--- config.mk ---
export PLATFORM = sky130hd
export DESIGN_NAME = tcce_ctrl
export DESIGN_NICKNAME = d
export VERILOG_FILES = /design/src/sv/tcce_pkg.sv /design/src/sv/tcce_ctrl.sv
export SDC_FILE = /design/constraint.sdc
export NUM_CORES = 1
export LEC_CHECK = 0
export BUFFER_PORTS_ARGS = -buffer_cell sky130_fd_sc_hd__buf_2
export CORE_AREA = 2 2 39 41
export DETAILED_ROUTE_END_ITERATION = 8
export DIE_AREA = 0 0 41 43
export HOLD_SLACK_MARGIN = 0.05
export PLACE_DENSITY_LB_ADDON = 0.08
export SETUP_SLACK_MARGIN = 0.1
export SYNTH_ARGS = -nofsm -noshare
export SYNTH_HDL_FRONTEND = slang
export SYNTH_SLANG_ARGS = --single-unit
export TNS_END_PERCENT = 100
--- constraint.sdc ---
create_clock -name i_clk -period 1.4 [get_ports i_clk]
set_input_delay 0 -clock i_clk [delete_from_list [all_inputs] [get_ports i_clk]]
set_output_delay 0 -clock i_clk [all_outputs]
set_load 0.01 [all_outputs]
--- src/sv/tcce_pkg.sv ---
package tcce_pkg;

    localparam int COLUMNS_DEF = 80;
    localparam int ROWS_DEF    = 25;

    typedef enum logic [1:0] {
        ACT_PRINT,
        ACT_CLEAR,
        ACT_SET,
        ACT_READ
    } t_action;

    // class of the byte carried by a print word
    typedef enum logic [2:0] {
        CH_NULL,
        CH_NL,
        CH_BS,
        CH_TAB,
        CH_PRINT
    } t_chr;

    // cell sweeps the datapath can run over the screen store
    typedef enum logic [2:0] {
        WK_INIT,
        WK_CLEAR,
        WK_LINE,
        WK_CHAR,
        WK_BS,
        WK_COPY,
        WK_LAST,
        WK_READ
    } t_walk;

    typedef enum logic [1:0] {
        CUR_HOLD,
        CUR_STEP,
        CUR_SET,
        CUR_HOME
    } t_cur_op;

    typedef struct packed {
        logic [1:0] action;
        logic [7:0] char_byte;
        logic [7:0] column;
        logic [7:0] row;
    } t_in;

    typedef struct packed {
        logic [6:0]  cursor_col;
        logic [4:0]  cursor_row;
        logic [10:0] cursor_linear;
        logic [7:0]  read_char;
        logic        scrolled;
    } t_out;

    typedef struct packed {
        logic    capture;
        logic    walk_go;
        t_walk   walk;
        t_cur_op cur_op;
        logic    set_scroll;
    } t_dp_cmd;

    typedef struct packed {
        logic    busy;
        t_action action;
        t_chr    chr;
        logic    bs_stuck;
        logic    step_scroll;
        logic    read_ok;
    } t_dp_stat;

endpackage

--- src/sv/tcce_ctrl.sv ---
module tcce_ctrl (
    input  logic               i_clk,
    input  logic               i_rst_n,
    input  logic               i_start,
    input  tcce_pkg::t_dp_stat i_stat,
    output tcce_pkg::t_dp_cmd  o_cmd,
    output logic               o_busy,
    output logic               o_strobe
);
    import tcce_pkg::*;

    typedef enum logic [2:0] {
        S_BOOT,
        S_BOOT_WAIT,
        S_IDLE,
        S_DECODE,
        S_WAIT_WALK,
        S_WAIT_COPY,
        S_WAIT_LAST,
        S_DONE
    } t_state;

    t_state r_state;
    logic   r_scroll;
    logic   r_strobe;

    always_comb begin
        o_cmd.capture    = 1'b0;
        o_cmd.walk_go    = 1'b0;
        o_cmd.walk       = WK_INIT;
        o_cmd.cur_op     = CUR_HOLD;
        o_cmd.set_scroll = 1'b0;
        case (r_state)
            S_BOOT: begin
                o_cmd.walk_go = 1'b1;
                o_cmd.walk    = WK_INIT;
            end
            S_IDLE: begin
                o_cmd.capture = i_start;
            end
            S_DECODE: begin
                case (i_stat.action)
                    ACT_PRINT: begin
                        o_cmd.cur_op     = CUR_STEP;
                        o_cmd.set_scroll = i_stat.step_scroll;
                        case (i_stat.chr)
                            CH_NL: begin
                                o_cmd.walk_go = 1'b1;
                                o_cmd.walk    = WK_LINE;
                            end
                            CH_PRINT: begin
                                o_cmd.walk_go = 1'b1;
                                o_cmd.walk    = WK_CHAR;
                            end
                            CH_BS: begin
                                o_cmd.walk_go = !i_stat.bs_stuck;
                                o_cmd.walk    = WK_BS;
                            end
                            default: begin
                                o_cmd.walk_go = 1'b0;
                            end
                        endcase
                    end
                    ACT_CLEAR: begin
                        o_cmd.walk_go = 1'b1;
                        o_cmd.walk    = WK_CLEAR;
                        o_cmd.cur_op  = CUR_HOME;
                    end
                    ACT_SET: begin
                        o_cmd.cur_op = CUR_SET;
                    end
                    ACT_READ: begin
                        o_cmd.walk_go = i_stat.read_ok;
                        o_cmd.walk    = WK_READ;
                    end
                    default: begin
                        o_cmd.walk_go = 1'b0;
                    end
                endcase
            end
            S_WAIT_WALK: begin
                o_cmd.walk_go = !i_stat.busy && r_scroll;
                o_cmd.walk    = WK_COPY;
            end
            S_WAIT_COPY: begin
                o_cmd.walk_go = !i_stat.busy;
                o_cmd.walk    = WK_LAST;
            end
            default: begin
                o_cmd.walk_go = 1'b0;
            end
        endcase
    end

    always_ff @(posedge i_clk) begin
        if (!i_rst_n) begin
            r_state  <= S_BOOT;
            r_scroll <= 1'b0;
            r_strobe <= 1'b0;
        end else begin
            r_strobe <= 1'b0;
            case (r_state)
                S_BOOT: begin
                    r_state <= S_BOOT_WAIT;
                end
                S_BOOT_WAIT: begin
                    if (!i_stat.busy) begin
                        r_state <= S_IDLE;
                    end
                end
                S_IDLE: begin
                    if (i_start) begin
                        r_state <= S_DECODE;
                    end
                end
                S_DECODE: begin
                    r_scroll <= (i_stat.action == ACT_PRINT) && i_stat.step_scroll;
                    r_state  <= S_WAIT_WALK;
                end
                S_WAIT_WALK: begin
                    if (!i_stat.busy) begin
                        r_state <= r_scroll ? S_WAIT_COPY : S_DONE;
                    end
                end
                S_WAIT_COPY: begin
                    if (!i_stat.busy) begin
                        r_state <= S_WAIT_LAST;
                    end
                end
                S_WAIT_LAST: begin
                    if (!i_stat.busy) begin
                        r_state <= S_DONE;
                    end
                end
                S_DONE: begin
                    r_strobe <= 1'b1;
                    r_state  <= S_IDLE;
                end
                default: begin
                    r_state <= S_IDLE;
                end
            endcase
        end
    end

    assign o_busy   = (r_state != S_IDLE);
    assign o_strobe = r_strobe;

    a_strobe_pulse: assert property (@(posedge i_clk) disable iff (!i_rst_n)
        o_strobe |=> !o_strobe)
        else $error("result strobe longer than one cycle");

    a_idle_quiet: assert property (@(posedge i_clk) disable iff (!i_rst_n)
        i_stat.busy |-> ((r_state != S_IDLE) && (r_state != S_DONE)))
        else $error("sweep still running while result is reported");

    a_accept: assert property (@(posedge i_clk) disable iff (!i_rst_n)
        (i_start && (r_state == S_IDLE)) |=> (r_state == S_DECODE))
        else $error("accepted word not decoded");

    // the boot sweep request seen while reset is held does not launch anything
    a_walk_runs: assert property (@(posedge i_clk) disable iff (!i_rst_n)
        (i_rst_n && o_cmd.walk_go) |=> i_stat.busy)
        else $error("sweep launched but datapath not busy");

endmodule
## Yosys cells after proc, flatten, opt, wreduce, memory -nomap -nowiden

Cells that the tools add are included.

- Register bits after elaboration: 5
- Latch bits: 0
- RAM bits: 0
- Memory bits (read-only): 0
- Input port bits: 12
- Output and inout port bits: 10
- Logic and storage cells: 47
- Memories: 0

- $add $sub $neg: 0
- Multiply operators: 0
- Divide/modulo/power cells: 0
- $lt $le $gt $ge: 0
- Equality and inequality tests: 19
- Shift operators: 0
- Muxes and demuxes: 17
- Bitwise gates (word level): 0
- Reduce and logical (&&, ||, !) cells: 8

Operator list:

| operator | count |
|---|---|
| case mux 3 bit (8 select lines) | 1 |
| two-way mux 3 bit | 6 |
| case mux 3 bit (3 select lines) | 2 |
| equality test 3 bit (second input constant) | 5 |
| case mux 4 bit (3 select lines) | 1 |
| != test 2 bit (second input constant) | 5 |
| equality test 3 x 2 -> 1 bit (second input constant) | 3 |
| equality test 3 x 1 -> 1 bit (second input constant) | 2 |
| case mux 2 bit (3 select lines) | 1 |
| AND reduction 5 bit | 1 |
| equality test 2 bit (second input constant) | 2 |
| case mux 1 bit (4 select lines) | 1 |
| zero test 3 bit | 1 |
| two-way mux 1 bit | 3 |
| != test 3 x 2 -> 1 bit (second input constant) | 1 |
| equality test 2 x 1 -> 1 bit (second input constant) | 1 |
| logical AND 1 bit | 2 |
| zero test 1 bit | 2 |
| zero test 2 bit | 1 |
| two-way mux 2 bit | 1 |
| case mux 1 bit (2 select lines) | 1 |
| OR reduction 2 bit | 1 |

## Depth between registers and ports, before layout

- Depth after elaboration: 5
- Gate-level depth with buffers: 5
- Depth with buffers taken out: 5

## Least setup slack after synthesis

Ideal clock, no wire load.

- Kind: register -> register
- Start: reg r_state[0]
- End: reg r_scroll
- Setup time: 0.115 ns
- Data arrival time: 0.939 ns
- Required time: 1.285 ns
- Slack: 0.346 ns
- Stages on the path, launching flop included: 5
- Buffers on the path: 1
- Clock period less this slack: 1.054 ns
- Path through: dfxtp_1 buf_6 and3b_4 and3_4 o21a_1

- Word-level cells in the longest chain between the ends: 1

Ends and longest elaborated chain:

| what | line | text |
|---|---|---|
| start, declared | tcce_ctrl.sv:23 | `t_state r_state;` |
| start signal, assigned | tcce_ctrl.sv:122 | `r_state <= r_scroll ? S_WAIT_COPY : S_DONE;` |
| equality test 3 x 2 -> 1 bit | tcce_ctrl.sv:102 | `case (r_state)` |
| end signal, assigned | tcce_ctrl.sv:117 | `r_scroll <= (i_stat.action == ACT_PRINT) && i_stat.step_scroll;` |
| end, declared | tcce_ctrl.sv:24 | `logic r_scroll;` |

No other way between the ends.
A chain may end at the register's enable or synchronous reset.

==> impl.org <==
** Final layout
- Fraction of final layout cells sized beyond drive strength 1 :: 43.96%
- Layout area overhead :: 37.44%
- Measured on the finished design, the core utilization comes to 52.44%.
- The net count of the finished layout is 108.
- Design Area, Final :: 725.7 sq um
- Filler-free cell count of the finished design :: 107
- Number of antenna diodes :: 0

** Timing
- At the pin with the least slew margin, the transition time is 0.2105 ns.
- Headroom to the max-slew limit :: 85.87%
- The worst path uses 93.61% of the clock period.
- In the final timing run, aggregate negative setup slack is 0 ns.
- Final worst setup slack :: 0.08948 ns
- The final max-slew violation count came to 0.
- Final Hold Slack :: 0.1480 ns
- Setup repair after global routing missed its margin :: true
- The clock arrives with 0.002545 ns of skew.
- Highest Clock Rate :: 763.1 MHz
- Setup violations remaining at the end of the flow were counted as 0.
- Post-layout min period :: 1.311 ns
- The total count of hold-check failures in the final report was 0.

** Die
- The floorplan step defined a die boundary enclosing 1763 sq um.
- Site Rows :: 14
- Overall die height :: 43 um
- Measured along the x axis, the die boundary spans 41 um.
- Number of ports placed on the die boundary :: 22
- In this run the standard cell core region covers 1384 sq um.
- Initial Util :: 38.16%

** Synth
- Fraction of the yosys area taken by sequential cells :: 18.96%
- Yosys printed 0 warnings.
- Synthesized area per cell :: 8.516 sq um
- Post-Synthesis Net Count :: 78
- Most used flip-flop cell after synthesis :: dfxtp_1
- Gate Count Post-Synth :: 62
- For this run, asynchronously set or reset flops after synthesis account for 0%.
- After synthesis the cells add up to 528.0 sq um.
- The synthesized design contains 0 enable-type register cells.
- In this run, distinct cell masters in the synthesized netlist total 34.
- Counting flops and latches in the post-synthesis netlist gives 5.

** Placed design
- Once placement finished, the instance area stood at 626.9 sq um.
- OpenSTA, run right after detailed placement, puts the worst setup slack at 0.1318 ns.
- In this run the tool buffered the top-level ports with 21 buffer cells.
- At the end of routability-driven placement, the weighted congestion stood at 0.9295.
- Including well taps, the total number of placed cells is 97.
- After legalization and detailed placement, the total HPWL measured 893.4 um.

** Status
- Status :: complete, no violations

** Global route
- Overflow left after global routing :: 0
- First-pass GRT wire length :: 1925 um
- Entering global routing, the biggest net connects 13 pins.
- The number of antenna violations at the first check in global routing was 0.
- The number of global-route vias before repair was 496.
- GRT Resource Usage Total :: 16.35%

** Worst setup path
- The worst setup path is launched from a flip-flop.
- In this design, the stage delay of the slowest critical-path cell is 0.35 ns.
- Crit Path Max Fanout :: 5
- The critical path goes through and3b_4 -> buf_4 -> and3_4 -> buf_6.
- Setup slack of the worst register-to-register path :: 0.23 ns
- Class of the most critical setup path :: flip-flop to primary output
- Family with the most delay on the worst path :: simple AND/OR/NAND/NOR gates
- Counting both buffers and inverters, the worst setup path holds a total of 2.
- Among all stages on the critical path, the largest delay is contributed by dfxtp_4.
- Required time of the critical path :: 1.40 ns
- The worst setup path is captured at a primary output.
- Data arrival, critical path :: 1.31 ns

** Clock tree
- CTS built an H-tree with a depth of 1.
- At the later pin of the worst-skew pair, clock insertion delay measures 0.24 ns.
- TritonCTS built the clock tree.
- Counting every sink on the clock net gives 5.
- Maximum clock path buffer count :: 2
- Clock-pin slew reported for the worst setup and hold paths after clock tree synthesis :: 0.04 ns
- CTS Root Buffer Type :: clkbuf_4
- Clock buffers created by TritonCTS :: 3

** Routing
- Detailed routing placed a total of 660 um of wire on met2.
- The final layout contains routed wiring with a total length of 1232 um.
- Detail-routed via count per cell :: 5.121
- TritonRoute pass-1 iters :: 4
- Initial drt markers :: 4
- Top sig layer :: met3
- The detailed router placed 548 vias in this run.
- Dividing the detail-routed wire length by the instance count gives 11.51 um.
- Wire length on met3 :: 81 um
- M1 WL :: 489 um
- The count of nets left with antenna violations once routing finished came out at 0.
- For this run, design rule violations remaining after detail routing come to 0.

** Power
- For this design the static power due to leakage is 0.3744 nW.
- The design draws 0.4909 mW.
- In this run the power density over the cells is 676.5 nW/um^2.
- Worst supply voltage drop on vdd :: 0.5871 mV

** Worst hold path
- Class of the most critical hold timing path :: primary input to flip-flop

** Run
- Max Cap Violations :: 0
## power breakdown
part | internal, mW | leakage [nW] | switching, mW
logic | 0.0834 | 0.317 | 0.0753
clock network | 0.108 | 0.0150 | 0.0560
registers | 0.151 | 0.0428 | 0.0177
## placed cells by master (no fill, tap or decap), types with 2 or more instances in the layout
cell type  Yosys  final
dfxtp_4        0      3
ha_1           4      4
buf_4          0      6
nor2_1         5      5
o21ai_0        2      2
a21boi_1       3      3
inv_1          7      7
nor2b_1        2      2
and2_1         2      2
dfxtp_1        5      2
clkbuf_4       0      3
nand2_1        4      4
buf_2          0     20
## timing repair
item	4_1_cts	5_1_grt
hold buffers	1	0
buffers inserted	2	3
setup endpoints to repair	6	3
hold endpoints to repair	5	0
gates resized for setup	6	2
pin swaps	2	2
## sequential cells by signal, summed over array words and instances (netlist names)
name and flops:
o_strobe 1, r_scroll 1, r_state 3
## layer usage
layer  up-vias  GRT usage, %
li1        275             -
met4         0         6.000
met2        19         25.31
met3         0         9.424
met5         -             0
met1       254         17.63
## worst register-to-register path, delay by kind of cell (launching register included)
family / cells / cell delay (ns)
buffers and inverters: 1 / 0.14
DFF: 1 / 0.37
and+or+nand+nor: 2 / 0.39
AOI/OAI and AO/OA: 1 / 0.17
## synthesized netlist by cell type (all sizes together) (2+ instances only)
master,count,area (sq um)
nand2b,2,12.51
dfxtp,5,100.1
ha,4,50.05
nor2b,2,12.51
o21ai,3,15.01
nand2,4,15.01
nand3b,2,27.53
a311oi,2,23.77
nor2,5,18.77
and2,2,12.51
a21boi,3,22.52
and3,2,17.52
inv,7,26.28
buf,3,33.78
nor3b,2,20.02
## logic make-up (layout without fill, tap and decap cells)
| family | Yosys count | count (layout) | synth area share [%] |
|---|---|---|---|
| buffers and inverters | 10 | 39 | 11.37 |
| flip-flops | 5 | 5 | 18.96 |
| XOR/XNOR | 2 | 2 | 3.318 |
| adder cells (fa/ha/maj) | 4 | 4 | 9.479 |
| AND/OR/NAND/NOR | 25 | 25 | 33.17 |
| AO/OA/AOI/OAI | 16 | 16 | 23.70 |
## cell type report
| type | count | area, sq um |
|---|---|---|
| clock buffers | 4 | 26.28 |
| flip-flops and latches | 5 | 111.4 |
| fillers | 142 | 658.1 |
| inverters | 7 | 26.28 |
| repair buffers | 28 | 166.4 |
| well taps | 16 | 20.02 |
| multi-input cells | 47 | 375.4 |
## worst paths after layout
kind / start / end / depth (start not counted)
worst min-delay path: i_stat[1] / r_scroll / 3
worst max register to register: r_state[1] / r_scroll / 4
worst max-delay path: r_state[2] / o_cmd[0] / 4
worst min register to register: r_state[0] / o_strobe / 2
No activity file was read; power rests on OpenSTA's default activity.
